`config.mk`:
```
export PLATFORM = sky130hd
export DESIGN_NAME = five_bit_to_prefix_code_decoder
export DESIGN_NICKNAME = d
export VERILOG_FILES = /design/src/rtl/pcd_pkg.sv /design/src/rtl/pcd_ucode_rom.sv /design/src/rtl/pcd_datapath.sv /design/src/rtl/five_bit_to_prefix_code_decoder.sv
export SDC_FILE = /design/constraint.sdc
export NUM_CORES = 1
export LEC_CHECK = 0
export ABC_AREA = 0
export BUFFER_PORTS_ARGS = -buffer_cell sky130_fd_sc_hd__buf_2
export CAP_MARGIN = 20
export CORE_MARGIN = 1
export CORE_UTILIZATION = 30
export CTS_BUF_LIST = sky130_fd_sc_hd__clkbuf_8
export DETAILED_ROUTE_END_ITERATION = 8
export PLACE_DENSITY = 0.5
export SYNTH_ARGS = -nofsm -noshare
export SYNTH_HDL_FRONTEND = slang
export SYNTH_HIERARCHICAL = 1
export SYNTH_SLANG_ARGS = --single-unit
```
`constraint.sdc`:
```
create_clock -name aclk -period 3.9 [get_ports aclk]
set_clock_uncertainty 0.1 [all_clocks]
set_input_delay 0.195 -clock aclk [delete_from_list [all_inputs] [get_ports aclk]]
set_output_delay 0.195 -clock aclk [all_outputs]
set_load 0.01 [all_outputs]
```
`src/rtl/pcd_pkg.sv`:
```
// ----------------------------------------------------------------------------
// pcd_pkg
// Shared types, microcode encodings and code tables for the prefix-code
// decoder: character to 5-bit code mapping and the codeword table.
// ----------------------------------------------------------------------------
package pcd_pkg;

    // widths of the pending store and its bit count
    localparam int unsigned BUF_W = 12;
    localparam int unsigned CNT_W = 4;
    localparam int unsigned STEP_W = 2;
    localparam int unsigned NUM_CODES = 32;

    // datapath operation selected by the control word
    typedef enum logic [1:0] {
        OP_FETCH  = 2'd0,
        OP_DECODE = 2'd1,
        OP_FINISH = 2'd2,
        OP_NOP    = 2'd3
    } op_t;

    // jump condition of the control word
    typedef enum logic [1:0] {
        JC_NEVER    = 2'd0,
        JC_ALWAYS   = 2'd1,
        JC_NO_INPUT = 2'd2,
        JC_MATCHED  = 2'd3
    } jcond_t;

    // one microcode word
    typedef struct packed {
        op_t                op;
        jcond_t             jcond;
        logic [STEP_W-1:0]  target;
    } ctrl_word_t;

    // program addresses
    localparam logic [STEP_W-1:0] STEP_FETCH  = 2'd0;
    localparam logic [STEP_W-1:0] STEP_DECODE = 2'd1;
    localparam logic [STEP_W-1:0] STEP_FINISH = 2'd2;

    // datapath status back to the sequencer
    typedef struct packed {
        logic no_input;
        logic matched;
        logic stall;
    } dp_status_t;

    // one codeword: right-aligned code bits, length, ASCII symbol
    typedef struct packed {
        logic [7:0] code;
        logic [3:0] len;
        logic [6:0] sym;
    } codeword_t;

    localparam codeword_t CODE_TABLE [NUM_CODES] = '{
        '{8'h05, 4'd3, 7'h20}, '{8'h06, 4'd3, 7'h45}, '{8'h07, 4'd3, 7'h50},
        '{8'h05, 4'd4, 7'h43}, '{8'h01, 4'd4, 7'h44}, '{8'h07, 4'd4, 7'h49},
        '{8'h06, 4'd4, 7'h4B}, '{8'h08, 4'd4, 7'h52},
        '{8'h09, 4'd5, 7'h46}, '{8'h04, 4'd5, 7'h4C}, '{8'h05, 4'd5, 7'h4F},
        '{8'h06, 4'd5, 7'h53}, '{8'h07, 4'd5, 7'h54},
        '{8'h00, 4'd6, 7'h27}, '{8'h03, 4'd6, 7'h2C}, '{8'h11, 4'd6, 7'h2E},
        '{8'h01, 4'd6, 7'h3F}, '{8'h25, 4'd6, 7'h41}, '{8'h10, 4'd6, 7'h48},
        '{8'h02, 4'd6, 7'h57},
        '{8'h91, 4'd8, 7'h2D}, '{8'h9A, 4'd8, 7'h42}, '{8'h9B, 4'd8, 7'h47},
        '{8'h98, 4'd8, 7'h4A}, '{8'h99, 4'd8, 7'h4D}, '{8'h9E, 4'd8, 7'h4E},
        '{8'h9F, 4'd8, 7'h51}, '{8'h9C, 4'd8, 7'h55}, '{8'h9D, 4'd8, 7'h56},
        '{8'h92, 4'd8, 7'h58}, '{8'h93, 4'd8, 7'h59}, '{8'h90, 4'd8, 7'h5A}
    };

    // result of the character mapping
    typedef struct packed {
        logic       valid;
        logic [4:0] code;
    } char_code_t;

    // map a character to its 5-bit code
    function automatic char_code_t char_code(input logic [7:0] c);
        char_code_t res;
        logic [7:0] diff;
        res  = '0;
        diff = c - 8'h41;
        if (c >= 8'h41 && c <= 8'h5A) begin
            res.valid = 1'b1;
            res.code  = diff[4:0];
        end else begin
            res.valid = 1'b1;
            case (c)
                8'h20:   res.code = 5'd26;
                8'h2E:   res.code = 5'd27;
                8'h2C:   res.code = 5'd28;
                8'h2D:   res.code = 5'd29;
                8'h27:   res.code = 5'd30;
                8'h3F:   res.code = 5'd31;
                default: res.valid = 1'b0;
            endcase
        end
        return res;
    endfunction

    // codeword at the head of an 8-bit window; the code is complete so
    // exactly one entry matches
    function automatic codeword_t match_code(input logic [7:0] window);
        codeword_t  res;
        logic       found;
        logic [7:0] head;
        res   = CODE_TABLE[0];
        found = 1'b0;
        for (int i = 0; i < NUM_CODES; i++) begin
            head = window >> (4'd8 - CODE_TABLE[i].len);
            if (!found && head == CODE_TABLE[i].code) begin
                found = 1'b1;
                res   = CODE_TABLE[i];
            end
        end
        return res;
    endfunction

endpackage

```
`src/rtl/pcd_ucode_rom.sv`:
```
// ----------------------------------------------------------------------------
// pcd_ucode_rom
// Control store of the decoder sequencer: one control word per step.
// ----------------------------------------------------------------------------
module pcd_ucode_rom (
    input  logic [pcd_pkg::STEP_W-1:0] step,
    output pcd_pkg::ctrl_word_t        ctrl
);

    // fetch waits for a transfer, decode repeats while codewords fit,
    // finish flushes the held symbol and returns to fetch
    always_comb begin
        unique case (step)
            pcd_pkg::STEP_FETCH: begin
                ctrl = '{pcd_pkg::OP_FETCH, pcd_pkg::JC_NO_INPUT, pcd_pkg::STEP_FETCH};
            end
            pcd_pkg::STEP_DECODE: begin
                ctrl = '{pcd_pkg::OP_DECODE, pcd_pkg::JC_MATCHED, pcd_pkg::STEP_DECODE};
            end
            pcd_pkg::STEP_FINISH: begin
                ctrl = '{pcd_pkg::OP_FINISH, pcd_pkg::JC_ALWAYS, pcd_pkg::STEP_FETCH};
            end
            default: begin
                ctrl = '{pcd_pkg::OP_NOP, pcd_pkg::JC_ALWAYS, pcd_pkg::STEP_FETCH};
            end
        endcase
    end

endmodule

```
`src/rtl/pcd_datapath.sv`:
```
// ----------------------------------------------------------------------------
// pcd_datapath
// Pending bit store, codeword matcher, held symbol and output register,
// driven by the current control word.
// ----------------------------------------------------------------------------
module pcd_datapath (
    input  logic                   aclk,
    input  logic                   aresetn,
    input  pcd_pkg::ctrl_word_t    ctrl,
    output pcd_pkg::dp_status_t    status,
    input  logic                   s_tvalid,
    output logic                   s_tready,
    input  logic [7:0]             s_tdata,
    input  logic                   s_tlast,
    output logic                   m_tvalid,
    input  logic                   m_tready,
    output logic [7:0]             m_tdata,
    output logic                   m_tuser,
    output logic                   m_tlast
);

    logic [pcd_pkg::BUF_W-1:0] buf_reg, buf_next;
    logic [pcd_pkg::CNT_W-1:0] cnt_reg, cnt_next;
    logic                      last_reg, last_next;
    logic                      held_valid_reg, held_valid_next;
    logic [6:0]                held_char_reg, held_char_next;
    logic                      m_valid_reg, m_valid_next;
    logic [6:0]                m_char_reg, m_char_next;
    logic                      m_has_reg, m_has_next;
    logic                      m_eol_reg, m_eol_next;

    pcd_pkg::char_code_t       map;
    pcd_pkg::codeword_t        cw;
    logic [pcd_pkg::BUF_W+7:0] wide;
    logic [7:0]                window;
    logic                      fits;
    logic                      out_free;
    logic                      push;
    logic [6:0]                push_char;
    logic                      push_has;
    logic                      push_eol;

    // match the codeword at the head of the pending bits
    assign map    = pcd_pkg::char_code(s_tdata);
    assign wide   = {buf_reg, 8'h00} >> cnt_reg;
    assign window = wide[7:0];
    assign cw     = pcd_pkg::match_code(window);
    assign fits   = (cnt_reg >= 4'd3) && (cw.len <= cnt_reg);

    assign out_free = !m_valid_reg || m_tready;
    assign s_tready = (ctrl.op == pcd_pkg::OP_FETCH);

    // operation of the current step
    always_comb begin
        buf_next        = buf_reg;
        cnt_next        = cnt_reg;
        last_next       = last_reg;
        held_valid_next = held_valid_reg;
        held_char_next  = held_char_reg;
        push            = 1'b0;
        push_char       = held_char_reg;
        push_has        = 1'b1;
        push_eol        = 1'b0;
        status          = '0;
        case (ctrl.op)
            pcd_pkg::OP_FETCH: begin
                status.no_input = !s_tvalid;
                if (s_tvalid) begin
                    last_next = s_tlast;
                    if (map.valid) begin
                        buf_next = {buf_reg[6:0], map.code};
                        cnt_next = cnt_reg + 4'd5;
                    end
                end
            end
            pcd_pkg::OP_DECODE: begin
                status.matched = fits;
                if (fits) begin
                    // the previous symbol is not the last one: send it
                    push         = held_valid_reg;
                    status.stall = held_valid_reg && !out_free;
                    if (!status.stall) begin
                        held_valid_next = 1'b1;
                        held_char_next  = cw.sym;
                        cnt_next        = cnt_reg - cw.len;
                        buf_next        = buf_reg & ~({pcd_pkg::BUF_W{1'b1}} << cnt_next);
                    end
                end
            end
            pcd_pkg::OP_FINISH: begin
                if (last_reg) begin
                    push      = 1'b1;
                    push_eol  = 1'b1;
                    push_has  = held_valid_reg;
                    push_char = held_valid_reg ? held_char_reg : 7'd0;
                end else begin
                    push = held_valid_reg;
                end
                status.stall = push && !out_free;
                if (!status.stall) begin
                    held_valid_next = 1'b0;
                    if (last_reg) begin
                        buf_next = '0;
                        cnt_next = '0;
                    end
                end
            end
            default: begin
                status = '0;
            end
        endcase
    end

    // output register
    always_comb begin
        m_valid_next = m_valid_reg;
        m_char_next  = m_char_reg;
        m_has_next   = m_has_reg;
        m_eol_next   = m_eol_reg;
        if (push && !status.stall) begin
            m_valid_next = 1'b1;
            m_char_next  = push_char;
            m_has_next   = push_has;
            m_eol_next   = push_eol;
        end else if (m_tready) begin
            m_valid_next = 1'b0;
        end
    end

    // control state
    always_ff @(posedge aclk) begin
        if (!aresetn) begin
            buf_reg        <= '0;
            cnt_reg        <= '0;
            last_reg       <= 1'b0;
            held_valid_reg <= 1'b0;
            m_valid_reg    <= 1'b0;
        end else begin
            buf_reg        <= buf_next;
            cnt_reg        <= cnt_next;
            last_reg       <= last_next;
            held_valid_reg <= held_valid_next;
            m_valid_reg    <= m_valid_next;
        end
    end

    // payload
    always_ff @(posedge aclk) begin
        held_char_reg <= held_char_next;
        m_char_reg    <= m_char_next;
        m_has_reg     <= m_has_next;
        m_eol_reg     <= m_eol_next;
    end

    assign m_tvalid = m_valid_reg;
    assign m_tdata  = {1'b0, m_char_reg};
    assign m_tuser  = m_has_reg;
    assign m_tlast  = m_eol_reg;

endmodule

```
`src/rtl/five_bit_to_prefix_code_decoder.sv`:
```
// ----------------------------------------------------------------------------
// five_bit_to_prefix_code_decoder
// Turns characters into 5-bit codes and decodes them against a fixed prefix
// code, giving one character per codeword found.
// ----------------------------------------------------------------------------
// One character is taken per pass of a three-step microprogram: a fetch step
// that takes the transfer and appends the 5-bit code, one decode step per
// codeword that fits plus one that finds none, and a finish step that sends
// the held symbol (with tlast at the end of a line, or a bare end marker when
// the last character of the line gave no codeword). A single shared matcher
// is reused by the decode step once per codeword. Downstream back-pressure
// stalls the decode and finish steps only while the output register is full.
module five_bit_to_prefix_code_decoder (
    input  logic       aclk,
    input  logic       aresetn,
    input  logic       s_tvalid,
    output logic       s_tready,
    input  logic [7:0] s_tdata,    // [7:0] in_char
    input  logic       s_tlast,    // last_of_line
    output logic       m_tvalid,
    input  logic       m_tready,
    output logic [7:0] m_tdata,    // [6:0] out_char, [7] zero fill
    output logic       m_tuser,    // has_char
    output logic       m_tlast     // end_of_line
);

    logic [pcd_pkg::STEP_W-1:0] step_reg, step_next;
    pcd_pkg::ctrl_word_t        ctrl;
    pcd_pkg::dp_status_t        status;
    logic                       take_jump;

    pcd_ucode_rom u_rom (
        .step (step_reg),
        .ctrl (ctrl)
    );

    pcd_datapath u_dp (
        .aclk     (aclk),
        .aresetn  (aresetn),
        .ctrl     (ctrl),
        .status   (status),
        .s_tvalid (s_tvalid),
        .s_tready (s_tready),
        .s_tdata  (s_tdata),
        .s_tlast  (s_tlast),
        .m_tvalid (m_tvalid),
        .m_tready (m_tready),
        .m_tdata  (m_tdata),
        .m_tuser  (m_tuser),
        .m_tlast  (m_tlast)
    );

    // jump condition
    always_comb begin
        case (ctrl.jcond)
            pcd_pkg::JC_ALWAYS:   take_jump = 1'b1;
            pcd_pkg::JC_NO_INPUT: take_jump = status.no_input;
            pcd_pkg::JC_MATCHED:  take_jump = status.matched;
            default:              take_jump = 1'b0;
        endcase
    end

    // step counter
    always_comb begin
        if (status.stall) begin
            step_next = step_reg;
        end else if (take_jump) begin
            step_next = ctrl.target;
        end else begin
            step_next = step_reg + 2'd1;
        end
    end

    always_ff @(posedge aclk) begin
        if (!aresetn) begin
            step_reg <= pcd_pkg::STEP_FETCH;
        end else begin
            step_reg <= step_next;
        end
    end

endmodule

```
; Word-level counts from Yosys, hierarchy flattened
; Index checks and enable logic that the tools add are counted.
[word_totals]
regBits = 37
output_inout_bits = 12
elab_cells = 263
[op_classes]
addsub = 4
n_lt_le_gt_ge = 4
n_eq_ne = 50
shifts = 2
mux = 100
bitwise_logic = 3
reduce_logical = 87
[op_table]
columns = cell, n
row1 = 2-to-1 mux 11 bit, 30
row2 = equality test 8 bit (second input constant), 12
row3 = 2-to-1 mux 12 bit, 6
row4 = equality test 8 x 6 -> 1 bit (second input constant), 6
row5 = 2-to-1 mux 1 bit, 44
row6 = logical AND 1 bit, 36
row7 = one-hot mux 12 bit (3 select lines), 1
row8 = zero test 1 bit, 35
row9 = one-hot mux 5 bit (6 select lines), 1
row10 = 2-to-1 mux 7 bit, 4
row11 = 2-to-1 mux 4 bit, 6
row12 = equality test 5 x 3 -> 1 bit (second input constant), 4
row13 = >> shifter 20 x 4 -> 8 bit, 1
row14 = one-hot mux 6 bit (3 select lines), 1
row15 = AND 12 bit, 1
row16 = equality test 4 x 3 -> 1 bit (second input constant), 3
row17 = equality test 6 x 2 -> 1 bit (second input constant), 2
row18 = equality test 6 x 5 -> 1 bit (second input constant), 2
row19 = inverter 12 bit, 1
row20 = one-hot mux 4 bit (3 select lines), 1
row21 = OR reduction 6 bit, 2
row22 = left shift 12 x 4 -> 12 bit (first input constant), 1
row23 = OR reduction 11 bit, 1
row24 = equality test 3 bit (second input constant), 3
row25 = 32 further kinds, 46

; Longest topological paths before layout
; Gate-level depths: netlist (run 1).
[depth]
depth_word = 103
ltp_mapped = 22
ltp_nobuf = 19

; By module
; Netlist (run 1), hierarchy kept.
[by_module_without_submodules]
columns = module, n_inst, cells_each, area_each_um2
row1 = pcd_datapath, 1, 391, 3308.2
row2 = five_bit_to_prefix_code_decoder, 1, 16, 130.1
row3 = pcd_ucode_rom, 1, 7, 35.0

; Worst setup path before layout (run 1)
; OpenSTA, ideal clock, no wires.
[synth_path]
path_type = register to register
startpoint = register u_dp/cnt_reg[0] (netlist bit)
endpoint = register step_reg[0] (netlist bit)
setup_ps = 74
t_arrival_ps = 4105
required_time_ps = 3726
path_slack_ps = -380
stages_incl_launch_ff = 21
path_buffers = 2
path_cell_list = dfxtp_1 > buf_6 > mux4_2 > mux2_2 > a22o_1 > buf_2 > nor2_1 > nand2_1 > a31oi_1 > ha_1 > inv_1 > fa_1 > a21oi_1 > o21bai_1 > a21oi_1 > or3b_2 > a21oi_1 > o21ai_0 > nor2_1 > or4b_1 > a31oi_1
[synth_lines]
columns = item, line
row1 = "start, declared", pcd_datapath.sv:23  ; logic [pcd_pkg::CNT_W-1:0] cnt_reg, cnt_next;
row2 = "start signal, assigned", pcd_datapath.sv:140  ; cnt_reg <= cnt_next;
row3 = "end signal, assigned", five_bit_to_prefix_code_decoder.sv:76  ; step_reg <= pcd_pkg::STEP_FETCH;
row4 = "end signal, assigned", five_bit_to_prefix_code_decoder.sv:78  ; step_reg <= step_next;
row5 = "end, declared", five_bit_to_prefix_code_decoder.sv:27  ; logic [pcd_pkg::STEP_W-1:0] step_reg, step_next;

; Worst setup path in the final report (run 1)
[layout_path]
startpoint = register u_dp/cnt_reg[0] (netlist bit)
endpoint = register u_dp.m_char_reg[5] (enable)
[layout_via]
elab_chain_cells = 102
[layout_rtl]
columns = item, line
row1 = >> shifter 20 x 4 -> 8 bit, pcd_datapath.sv:45  ; assign wide = {buf_reg, 8'h00} >> cnt_reg;
row2 = equality test 3 bit, pcd_pkg.sv:111  ; if (!found && head == CODE_TABLE[i].code) begin
row3 = 2-to-1 mux 1 bit, pcd_pkg.sv:111
row4 = zero test 1 bit, pcd_pkg.sv:111
row5 = logical AND 1 bit, pcd_pkg.sv:111
row6 = 2-to-1 mux 1 bit, pcd_pkg.sv:111
row7 = zero test 1 bit, pcd_pkg.sv:111
row8 = logical AND 1 bit, pcd_pkg.sv:111
row9 = [86 not listed], --
row10 = logical AND 1 bit, pcd_pkg.sv:111
row11 = 2-to-1 mux 11 bit, pcd_pkg.sv:111
row12 = less-or-equal comparator 4 bit, pcd_datapath.sv:48  ; assign fits = (cnt_reg >= 4'd3) && (cw.len <= cnt_reg);
row13 = logical AND 1 bit *, pcd_datapath.sv:48
row14 = 2-to-1 mux 1 bit, pcd_datapath.sv:78  ; if (fits) begin
row15 = one-hot mux 1 bit (2 select lines), pcd_datapath.sv:65  ; case (ctrl.op)
row16 = zero test 1 bit, pcd_datapath.sv:120  ; if (push && !status.stall) begin
row17 = logical AND 1 bit *, pcd_datapath.sv:120
row18 = "end signal, assigned", pcd_datapath.sv:150  ; m_char_reg <= m_char_next;
row19 = "end, declared", pcd_datapath.sv:28  ; logic [6:0] m_char_reg, m_char_next;
; Every way passes the cells marked *; elsewhere a longest branch is shown, timed or not.
; A chain may end at the register's enable or synchronous reset.

==> results of run 1 <==
==> metal layers <==
metal / share of wire, % / track usage [%]
met5: 0 / 0
met4: 2.1 / 6.86
met3: 3.2 / 2.55
met2: 49 / 29.8
met1: 46 / 21.5
==> logic make-up after synthesis <==
logic type	share of synthesized area, %
AO/OA/AOI/OAI	25.9
buffers and inverters	7.20
AND/OR/NAND/NOR	23.1
multiplexers	10.8
adder cells (fa/ha/maj)	5.91
other	0.216
flip-flops	25.9
XOR/XNOR	1.01
==> layout by cell type (no fill, tap or decap), types with 5 or more instances in the layout <==
cell	Yosys	final
nand3_1	11	10
o22ai_1	9	9
o211ai_1	6	6
nand2b_1	6	5
buf_6	2	12
buf_4	3	85
mux2_2	7	5
clkbuf_8	0	5
mux4_2	6	6
a21oi_2	0	6
mux2i_1	13	11
nor2b_1	11	10
inv_1	21	18
edfxtp_1	16	16
a21oi_1	23	17
o21ai_0	20	10
nand2_1	33	29
nor3_1	15	14
o21ai_1	2	9
nor2_1	34	30
ha_1	14	12
and2_1	15	13
dfxtp_1	21	19
buf_2	12	23
==> power breakdown <==
part           switching, mW  internal [mW]
registers             0.0631          0.449
logic                  0.750          0.755
clock network          0.151          0.191
==> path summary, 6_finish.rpt <==
check	slack, ns	endpoint	depth (start not counted)	startpoint
worst max-delay path	-0.13	u_dp/m_char_reg[5]	18	u_dp/cnt_reg[0]
worst min-delay path	0.06	u_dp/last_reg	3	s_tlast
worst max register to register	-0.13	u_dp/m_char_reg[5]	18	u_dp/cnt_reg[0]
worst min register to register	0.39	u_dp/last_reg	2	u_dp/last_reg
==> through the flow <==
stage | cell area, µm² | setup TNS [ns] | setup WS (ns) | std cells
global route | 4800 | -4.71 | -0.347 | 657
finish | 4800 | -1.24 | -0.127 | 657
floorplan | 3530 | -0.0726 | -0.0726 | 414
detailed placement | 4170 | -1.85 | -0.283 | 616
global placement | 4170 | -0.321 | -0.157 | 616
CTS | 4620 | -0.439 | -0.0920 | 651
==> layout make-up <==
| class | instances | area (µm²) | share of cell area (%) |
|---|---|---|---|
| Multi-Input combinational cell | 326 | 2530 | 52.8 |
| Timing Repair Buffer | 125 | 991 | 20.6 |
| Tap cell | 140 | 175 | 3.65 |
| Sequential cell | 37 | 908 | 18.9 |
| Clock inverter | 3 | 46.3 | 0.964 |
| Clock buffer | 5 | 68.8 | 1.43 |
| Inverter | 21 | 78.8 | 1.64 |
==> critical path, delay by kind of cell (launching register included) <==
kind	cells	cell delay, ns
AO/OA/AOI/OAI	8	0.91
AND/OR/NAND/NOR	4	0.84
multiplexers	2	0.82
flip-flops	1	0.42
buffers and inverters	3	0.39
adder cells (fa/ha/maj)	1	0.27
==> timing repair <==
item / 4_1_cts / 5_1_grt
gates resized for setup: 28 / 39
pin swaps: 11 / 18
hold endpoints to repair: 0 / 0
gates cloned: 1 / 1
buffers inserted: 26 / 5
setup endpoints to repair: 31 / 27
==> summary.txt, run 1 <==
Outcome
  • Status: complete, but fails checks
  • Failing checks: negative setup slack

Final layout
  • Ant. Diodes: 0
  • Layout cell share with drive strength beyond 1: 39.3%
  • Max reg flops: 12
  • Synth-to-layout area growth: 38.3%
  • Nets: ~540
  • Final design utilization: 43.3%
  • Fill cells: roughly 1100

Critical path
  • Crit Path Category: flop to flop
  • CP required: ~3.8 ns
  • Max incr delay on CP: ~0.53 ns
  • Crit-path max FO: 7
  • CP Capture Type: flop
  • Worst setup SP type: flop
  • Critical path arrival: just under 4 ns
  • Critical path, cell by cell: mux4_2 -> mux2_4 -> a22oi_2 -> and2_4 -> o21ai_2 -> a22oi_2 -> nand2_4 -> ha_4 -> a21oi_2 -> o21bai_1 -> a21oi_2 -> or3b_4 -> a21oi_2 -> o21ai_2 -> buf_4 -> nor2_4 -> buf_6 -> buf_12
  • Most used cell, CP: a21oi_2
  • Slowest-stage cell, CP: mux4_2

Synth
  • Syn avg cell area: 8.39 µm²
  • Synth unique cells: about 80
  • Most frequent cell after synthesis: nor2_1
  • Post-Synthesis Cells: between 400 and 500
  • Post-synthesis sequential area ratio: between 20% and 30%
  • Post-Syn Area: roughly 3500 µm²
  • Syn. warnings: 6
  • Leading area contributor after synthesis: edfxtp_1
  • Number of synthesized flops with an enable pin: 16
  • Commonest cells post-synth: nor2_1, nand2_1, a21oi_1
  • Largest cells by area after synthesis: edfxtp_1, dfxtp_1, ha_1
  • Area fraction of the dominant cell type after synthesis: approximately 14%
  • Dominant synthesized flop cell: dfxtp_1
  • Seq cells post-synth: 37
  • Syn nets: 442
  • Share of flip-flops with an asynchronous set or reset: 0%

Min path
  • Hold WC Path Type: input port to flop

Global route
  • Vias in the first global route: ~3400
  • Initial antenna violation count: 0
  • Largest net degree at the start of global routing: 29
  • Tot GR Track Use: between 10% and 20%
  • Total grt overflow: 0
  • First-pass GRT wire length: approximately 16000 µm

Clock network
  • Clock Sinks: 37
  • H-tree lvl count: 2
  • Cts bufs inserted: 5
  • TritonCTS clock tree: yes
  • Cts hold-fix bufs: 0
  • Clk buf depth: 2
  • Clock Tree Root: clkbuf_8
  • Clk_lat worst skew: approximately 0.30 ns
  • Reg clk slew, reported paths: 0.08 ns

Detailed routing
  • Detailed Route WL: a little under 10000 µm
  • Via-per-instance ratio: 5.36
  • Initial drt markers: approximately 160
  • Post-route ant nets: 0
  • Drt wl/cell: 15.1 µm
  • 1st-pass router iterations: 4
  • # DRC: 0
  • Vias: 3523

Die
  • Die X-Extent: roughly 110 µm
  • Initial Utilization: between 30% and 40%
  • Core area: between 10000 and 15000 µm²
  • Row count: 38
  • Chip height: about 110 µm
  • IO Pins: 25
  • Die area: approximately 12000 µm²

STA
  • Worst setup margin: -0.127 ns
  • Clock period minus worst slack: 4.03 ns
  • Max-slew violation count: 0
  • Period utilisation layout: 103%
  • RSZ-0062 raised after global routing: true
  • Hold WS: just under 0.06 ns
  • Fin. Hold Viols: 0
  • Worst-Margin Slew: a little under 0.9 ns
  • Final setup viols: 11
  • Slew margin rel.: between 40 and 50%
  • Fmax: between 0.2 and 0.25 GHz

Job
  • # Max-Cap Violations: 0

Placed design
  • Hpwl dp: ~7300 µm
  • Routability cong.: 0.852
  • # port buffers: 23

Pwr
  • PwrDens: 492 nW/µm²
  • LEAKAGE: 1.87 nW
  • Total Power: approximately 2.4 mW
  • Worst VDD drop: approximately 220 µV
Power figures use the tool's default switching activity.
==> run 2: changes to the inputs <==
--- a/config.mk
+++ b/config.mk
@@ -12,7 +12,7 @@
 export CORE_UTILIZATION = 30
 export CTS_BUF_LIST = sky130_fd_sc_hd__clkbuf_8
 export DETAILED_ROUTE_END_ITERATION = 8
-export PLACE_DENSITY = 0.5
+export SETUP_SLACK_MARGIN = 0.5
 export SYNTH_ARGS = -nofsm -noshare
 export SYNTH_HDL_FRONTEND = slang
 export SYNTH_HIERARCHICAL = 1
==> run 2 against run 1 <==
Compared with the run above:
- the flow still finishes with violations (negative setup slack)
- register-to-register slack hardly changed
- power is 1.4% lower
- hold slack improved by 0.011 ns
- critical path depth is 1 lower
- worst setup slack improved by 0.013 ns
- combinational power grew 3%
- non-clock buffer count decreased by 4
- utilization is 0.32 points lower
- flip-flop and latch count unchanged
- largest power group unchanged
==> summary.txt, run 2 (synthesis gave the netlist of run 1 again) <==
Outcome
  • Status: complete, but fails checks
  • Failing checks: negative setup slack

STA
  • Final setup viols: 10 (-1)
  • RSZ-0062 raised after global routing: true
  • Fmax: 0.249 GHz (+0.31%)
  • Worst setup margin: -0.115 ns (+0.0125 ns)
  • Period utilisation layout: 103% (-0.32 points)
  • Worst-Margin Slew: 0.904 ns (+0.0238 ns)
  • Clock period minus worst slack: 4.01 ns (-0.0125 ns)
  • Max-slew violation count: 0 (unchanged)
  • Fin. Hold Viols: 0 (unchanged)
  • Slew margin rel.: 38.8% (-1.6 points)

Clock network
  • TritonCTS clock tree: yes
  • Cts bufs inserted: 5 (unchanged)
  • H-tree lvl count: 2 (unchanged)
  • Clk buf depth: 2 (unchanged)
  • Reg clk slew, reported paths: 0.08 ns (about the same)
  • Clock Tree Root: clkbuf_8
  • Clock Sinks: 37 (unchanged)
  • Clk_lat worst skew: 0.29 ns (about the same)

Die
  • Initial Utilization: 31.4% (unchanged)
  • Die area: 12000 µm² (unchanged)
  • Die X-Extent: 110 µm (unchanged)
  • Chip height: 110 µm (unchanged)
  • Core area: 11100 µm² (unchanged)
  • Row count: 38 (unchanged)
  • IO Pins: 25 (unchanged)

Critical path
  • Slowest-stage cell, CP: or4b_1
  • CP Capture Type: flop
  • Crit Path Category: flop to flop
  • Most used cell, CP: a21oi_2
  • CP bufs+invs: 3 (unchanged)
  • Worst setup SP type: flop
  • Worst-case reg-to-reg path depth: 17 (-1)
  • Flop2flop setup slack: -0.11 ns (about the same)
  • Crit-path max FO: 7 (unchanged)
  • Critical path, cell by cell: buf_12 -> mux2_4 -> a22o_4 -> o32ai_4 -> buf_4 -> o21ai_2 -> a22oi_2 -> nand2_2 -> ha_4 -> a21oi_2 -> o21bai_1 -> a21oi_2 -> or3b_4 -> inv_1 -> and3b_4 -> or4b_1 -> a31oi_1
  • Worst flop-to-flop path startpoint: u_dp/cnt_reg[1]
  • RR Endpoint: step_reg[0]
  • Crit path from: u_dp/cnt_reg[1]
  • Critical path arrival: 4.13 ns (+0.18 ns)
  • CP required: 4.02 ns (+0.19 ns)
  • Max incr delay on CP: 0.51 ns (-0.02 ns)
  • CP delay by family, top: compound AO/OA/AOI/OAI gates

Pwr
  • LEAKAGE: 1.87 nW (about the same)
  • Worst VDD drop: 226 µV (+1.9%)
  • PwrDens: 488 nW/µm² (-0.72%)

Detailed routing
  • Vias: 3537 (+0.40%)
  • Post-route ant nets: 0 (unchanged)
  • Via-per-instance ratio: 5.42 (+1.0%)
  • Drt wl/cell: 15.1 µm (-0.19%)
  • Initial drt markers: 261 (+64%)
  • Detailed Route WL: 9830 µm (-0.80%)
  • # DRC: 0 (unchanged)
  • 1st-pass router iterations: 4 (unchanged)

Placed design
  • DP Worst Slack: -0.263 ns (+0.0206 ns)
  • Hpwl dp: 7310 µm (about the same)
  • Placed cell count: 617 (+0.16%)
  • Routability cong.: 0.912 (+7.1%)
  • # port buffers: 23 (unchanged)

Min path
  • Hold path endpoint: u_dp/last_reg
  • Min-Delay Startpoint: s_tlast
  • WHS Path Cells: 3 (unchanged)
  • Hold WC Path Type: input port to flop

Final layout
  • Ant. Diodes: 0 (unchanged)
  • Post-Layout Cell Count: 653 (-0.61%)
  • Synth-to-layout area growth: 37.2%
  • Max reg flops: 12 (unchanged)
  • Layout cell share with drive strength beyond 1: 39.4% (+0.11 points)
  • Most frequent cells in the layout: buf_4, nand2_1, nor2_1
  • Nets: 540 (-0.74%)
  • Commonest non-fill, non-tap cell in the layout: buf_4
  • Fill cells: 1059 (-0.19%)

Global route
  • Initial antenna violation count: 0 (unchanged)
  • Largest net degree at the start of global routing: 29 (unchanged)
  • Vias in the first global route: 3475 (+1.2%)
  • Tot GR Track Use: 17.1% (-0.21 points)
  • Total grt overflow: 0 (unchanged)
  • First-pass GRT wire length: 16400 µm (+0.38%)

Job
  • # Max-Cap Violations: 0 (unchanged)
==> run 2: worst register-to-register path, stage by stage, from the launching register on <==
cell	delay, ns
dfxtp_4	0.42
buf_12	0.13
mux2_4	0.30
a22o_4	0.27
o32ai_4	0.30
buf_4	0.18
o21ai_2	0.06
a22oi_2	0.16
nand2_2	0.12
ha_4	0.29
a21oi_2	0.05
o21bai_1	0.16
a21oi_2	0.08
or3b_4	0.39
inv_1	0.07
and3b_4	0.19
or4b_1	0.51
a31oi_1	0.17
==> run 2: power breakdown <==
part           leakage [nW]  switching [mW]  internal [mW]
registers             0.313          0.0672          0.449
clock network        0.0439           0.140          0.123
logic                  1.52           0.782          0.764
total                  1.87           0.989           1.34
==> run 2: what timing repair did <==
action,4_1_cts,5_1_grt
buffers inserted,21,6
resized for setup,43,27
pin swaps,25,23
gates cloned,1,0
hold endpoints to repair,0,0
endpoints found under the setup margin,36,36
hold buffers,0,0
==> run 2: per-layer routing <==
metal  share of wire, %  track usage (%)  up-vias
li1                   -                -     1728
met1                 45             21.6     1724
met2                 50             30.4       73
met3                3.8             3.02       12
met4               0.98             3.05        0
met5                  0                0        -
==> run 2: area by class of cell <==
cell class                      instances  area (µm²)  share of cell area [%]
Inverter                               21        78.8                    1.65
Clock buffer                            5        68.8                    1.44
Multi-Input combinational cell        326        2570                    53.9
Sequential cell                        37         908                    19.1
Timing Repair Buffer                  121         948                    19.9
Clock inverter                          3        17.5                   0.367
Tap cell                              140         175                    3.67
==> run 2: worst max-delay path by stage <==
stage | slack, ns | depth (start not counted) | endpoint
2_1_floorplan | -0.07 | 20 | step_reg[0]
3_3_place_gp | -0.1 | 19 | step_reg[0]
3_5_place_dp | -0.26 | 20 | step_reg[0]
4_1_cts | -0.1 | 20 | step_reg[0]
5_1_grt | -0.29 | 17 | step_reg[0]
6_report | -0.11 | 17 | step_reg[0]
==> run 2: metrics by stage <==
| step | utilization (%) | total power, mW | hold slack, ns | cell area, µm² | TNS (ns) |
|---|---|---|---|---|---|
| 2_1_floorplan | - | 1.34 | 0.226 | 3560 | -0.0724 |
| 3_3_place_gp | 37.8 | 1.71 | 0.361 | 4190 | -0.0965 |
| 3_5_place_dp | 37.8 | 1.73 | 0.381 | 4190 | -1.54 |
| 4_1_cts | 41.7 | 2.19 | 0.0733 | 4610 | -0.908 |
| 5_1_grt | 43.0 | 2.49 | 0.0854 | 4770 | -2.77 |
| 6_report | 43.0 | 2.33 | 0.0703 | 4770 | -1.09 |
==> run 3: changes to the inputs <==
--- a/config.mk
+++ b/config.mk
@@ -12,7 +12,7 @@
 export CORE_UTILIZATION = 30
 export CTS_BUF_LIST = sky130_fd_sc_hd__clkbuf_8
 export DETAILED_ROUTE_END_ITERATION = 8
-export SETUP_SLACK_MARGIN = 0.5
+export SETUP_SLACK_MARGIN = 0.2
 export SYNTH_ARGS = -nofsm -noshare
 export SYNTH_HDL_FRONTEND = slang
 export SYNTH_HIERARCHICAL = 1
==> run 3 against run 2 <==
Compared with the run above:
- the flow still finishes with violations (negative setup slack)
- cell area is 2.1% higher
- routed wire length is 1.0% higher
- die area stayed put
- via count is 1.7% higher
- critical path type unchanged
- largest cell class unchanged
- highest routed layer unchanged
==> summary.txt, run 3 (synthesis gave the netlist of run 1 again) <==
Detailed routing
  • Detailed Route WL: 9930 µm (+1.0%)
  • Post-route ant nets: 0 (unchanged)
  • Vias: 3596 (+1.7%)
  • # DRC: 0 (unchanged)
  • Drt wl/cell: 15.1 µm (about the same)
  • Initial drt markers: 207 (-21%)
  • 1st-pass router iterations: 5 (+1)
  • Via-per-instance ratio: 5.45 (+0.59%)

Critical path
  • Worst flop-to-flop path startpoint: u_dp/cnt_reg[1]
  • CP Capture Type: flop
  • RR Endpoint: u_dp/m_char_reg[0]
  • Crit Path Category: flop to flop
  • Worst setup SP type: flop
  • Critical path arrival: 4.00 ns (-0.13 ns)
  • Flop2flop setup slack: -0.17 ns (-0.06 ns)
  • CP required: 3.83 ns (-0.19 ns)
  • Crit-path max FO: 6 (-1)
  • Worst-case reg-to-reg path depth: 17 (unchanged)

STA
  • Total negative slack: -1.73 ns (-0.635 ns)
  • RSZ-0062 raised after global routing: true
  • Clock period minus worst slack: 4.07 ns (+0.0601 ns)
  • Hold WS: 0.0640 ns (-0.00633 ns)
  • Final setup viols: 15 (+5)
  • Max-slew violation count: 0 (unchanged)
  • Period utilisation layout: 104% (+1.5 points)
  • Fmax: 0.245 GHz (-1.5%)
  • Worst setup margin: -0.175 ns (-0.0601 ns)
  • Fin. Hold Viols: 0 (unchanged)
  • Worst-Margin Slew: 0.828 ns (-0.0753 ns)
  • Slew margin rel.: 43.9% (+5.1 points)

Die
  • Chip height: 110 µm (unchanged)
  • Initial Utilization: 31.4% (unchanged)
  • Die X-Extent: 110 µm (unchanged)
  • Core area: 11100 µm² (unchanged)
  • Die area: 12000 µm² (unchanged)
  • Row count: 38 (unchanged)
  • IO Pins: 25 (unchanged)

Final layout
  • Post-Layout Cell Count: 660 (+1.1%)
  • Layout cell share with drive strength beyond 1: 40.4% (+1.0 points)
  • Nets: 547 (+1.3%)
  • Fill cells: 1036 (-2.2%)
  • Max reg flops: 12 (unchanged)
  • Final instance area: 4870 µm² (+2.1%)
  • Most frequent cells in the layout: buf_4, nand2_1, nor2_1
  • Commonest non-fill, non-tap cell in the layout: buf_4
  • Ant. Diodes: 0 (unchanged)
  • Synth-to-layout area growth: 40.2%
  • Final design utilization: 43.9% (+0.91 points)

Global route
  • Tot GR Track Use: 16.4% (-0.71 points)
  • First-pass GRT wire length: 15700 µm (-4.0%)
  • Total grt overflow: 0 (unchanged)
  • Largest net degree at the start of global routing: 29 (unchanged)
  • Initial antenna violation count: 0 (unchanged)
  • Vias in the first global route: 3364 (-3.2%)

Min path
  • WHS Path Cells: 3 (unchanged)
  • Hold path endpoint: u_dp/last_reg
  • Hold WC Path Type: input port to flop
  • Min-Delay Startpoint: s_tlast

Clock network
  • Clock Tree Root: clkbuf_8
  • Reg clk slew, reported paths: 0.09 ns (about the same)
  • H-tree lvl count: 2 (unchanged)
  • Clock Sinks: 37 (unchanged)
  • Clk buf depth: 2 (unchanged)
  • Clk_lat worst skew: 0.30 ns (about the same)
  • Cts hold-fix bufs: 0 (unchanged)
  • Cts bufs inserted: 5 (unchanged)
  • TritonCTS clock tree: yes

Pwr
  • Total Power: 2.52 mW (+8.5%)
  • Worst VDD drop: 232 µV (+2.4%)
  • LEAKAGE: 1.90 nW (+1.4%)
  • PwrDens: 518 nW/µm² (+6.2%)

Placed design
  • Placed instance area: 4210 µm² (+0.42%)
  • Routability cong.: 0.939 (+2.9%)
  • DP Worst Slack: -0.230 ns (+0.0329 ns)
  • Placed cell count: 620 (+0.49%)
  • # port buffers: 23 (unchanged)
  • Hpwl dp: 7170 µm (-1.9%)

Outcome
  • Status: complete, but fails checks
  • Failing checks: negative setup slack

Job
  • # Max-Cap Violations: 0 (unchanged)
run 3: how the worst max path moves through the flow:
stage,cells past startpoint,slack (ns),to,from
floorplan,20,-0.07,step_reg[0],u_dp/cnt_reg[0]
global placement,19,-0.10,step_reg[0],u_dp/cnt_reg[0]
detailed placement,17,-0.23,step_reg[0],u_dp/cnt_reg[1]
CTS,20,-0.13,step_reg[0],u_dp/cnt_reg[1]
global route,20,-0.30,step_reg[0],u_dp/cnt_reg[1]
finish,17,-0.17,u_dp/m_char_reg[0],u_dp/cnt_reg[1]
run 3: layout make-up:
class / count / area, µm² / area share, %
multi-input combinational: 326 / 2550 / 52.5
timing repair buffer: 128 / 1010 / 20.8
sequential: 37 / 908 / 18.7
tap: 140 / 175 / 3.60
inverter: 21 / 78.8 / 1.62
clock buffer: 5 / 68.8 / 1.41
clock inverter: 3 / 68.8 / 1.41
run 3: layer usage:
metal  vias up  share of wire [%]  GRT usage [%]
met3        20                3.6           2.96
met5         -                  0              0
met2        90                 50           27.9
met1      1731                 45           21.3
met4         0                1.9           3.71
li1       1755                  -              -
run 3: report_power, final:
part           switching, mW  internal (mW)  total [mW]
Clock                  0.154          0.258       0.411
Sequential            0.0581          0.449       0.507
Combinational          0.789          0.816        1.60
Total                   1.00           1.52        2.52
run 3: what timing repair did:
| action | CTS | global route |
|---|---|---|
| gates cloned | 0 | 1 |
| gates resized for setup | 51 | 23 |
| pin swaps | 14 | 8 |
| buffers inserted | 19 | 12 |
| endpoints found under the setup margin | 34 | 36 |
run 3: critical path, stage by stage (launching register included):
cell	delay (ns)
dfxtp_4	0.38
buf_6	0.14
mux2i_2	0.15
mux4_2	0.51
a22o_4	0.29
and2_4	0.15
a22oi_2	0.24
nand2_4	0.09
ha_4	0.28
a21oi_2	0.06
o21bai_1	0.20
a21oi_2	0.09
or3b_4	0.40
a21oi_2	0.14
o21ai_2	0.08
buf_4	0.17
nor2_4	0.17
clkbuf_16	0.16
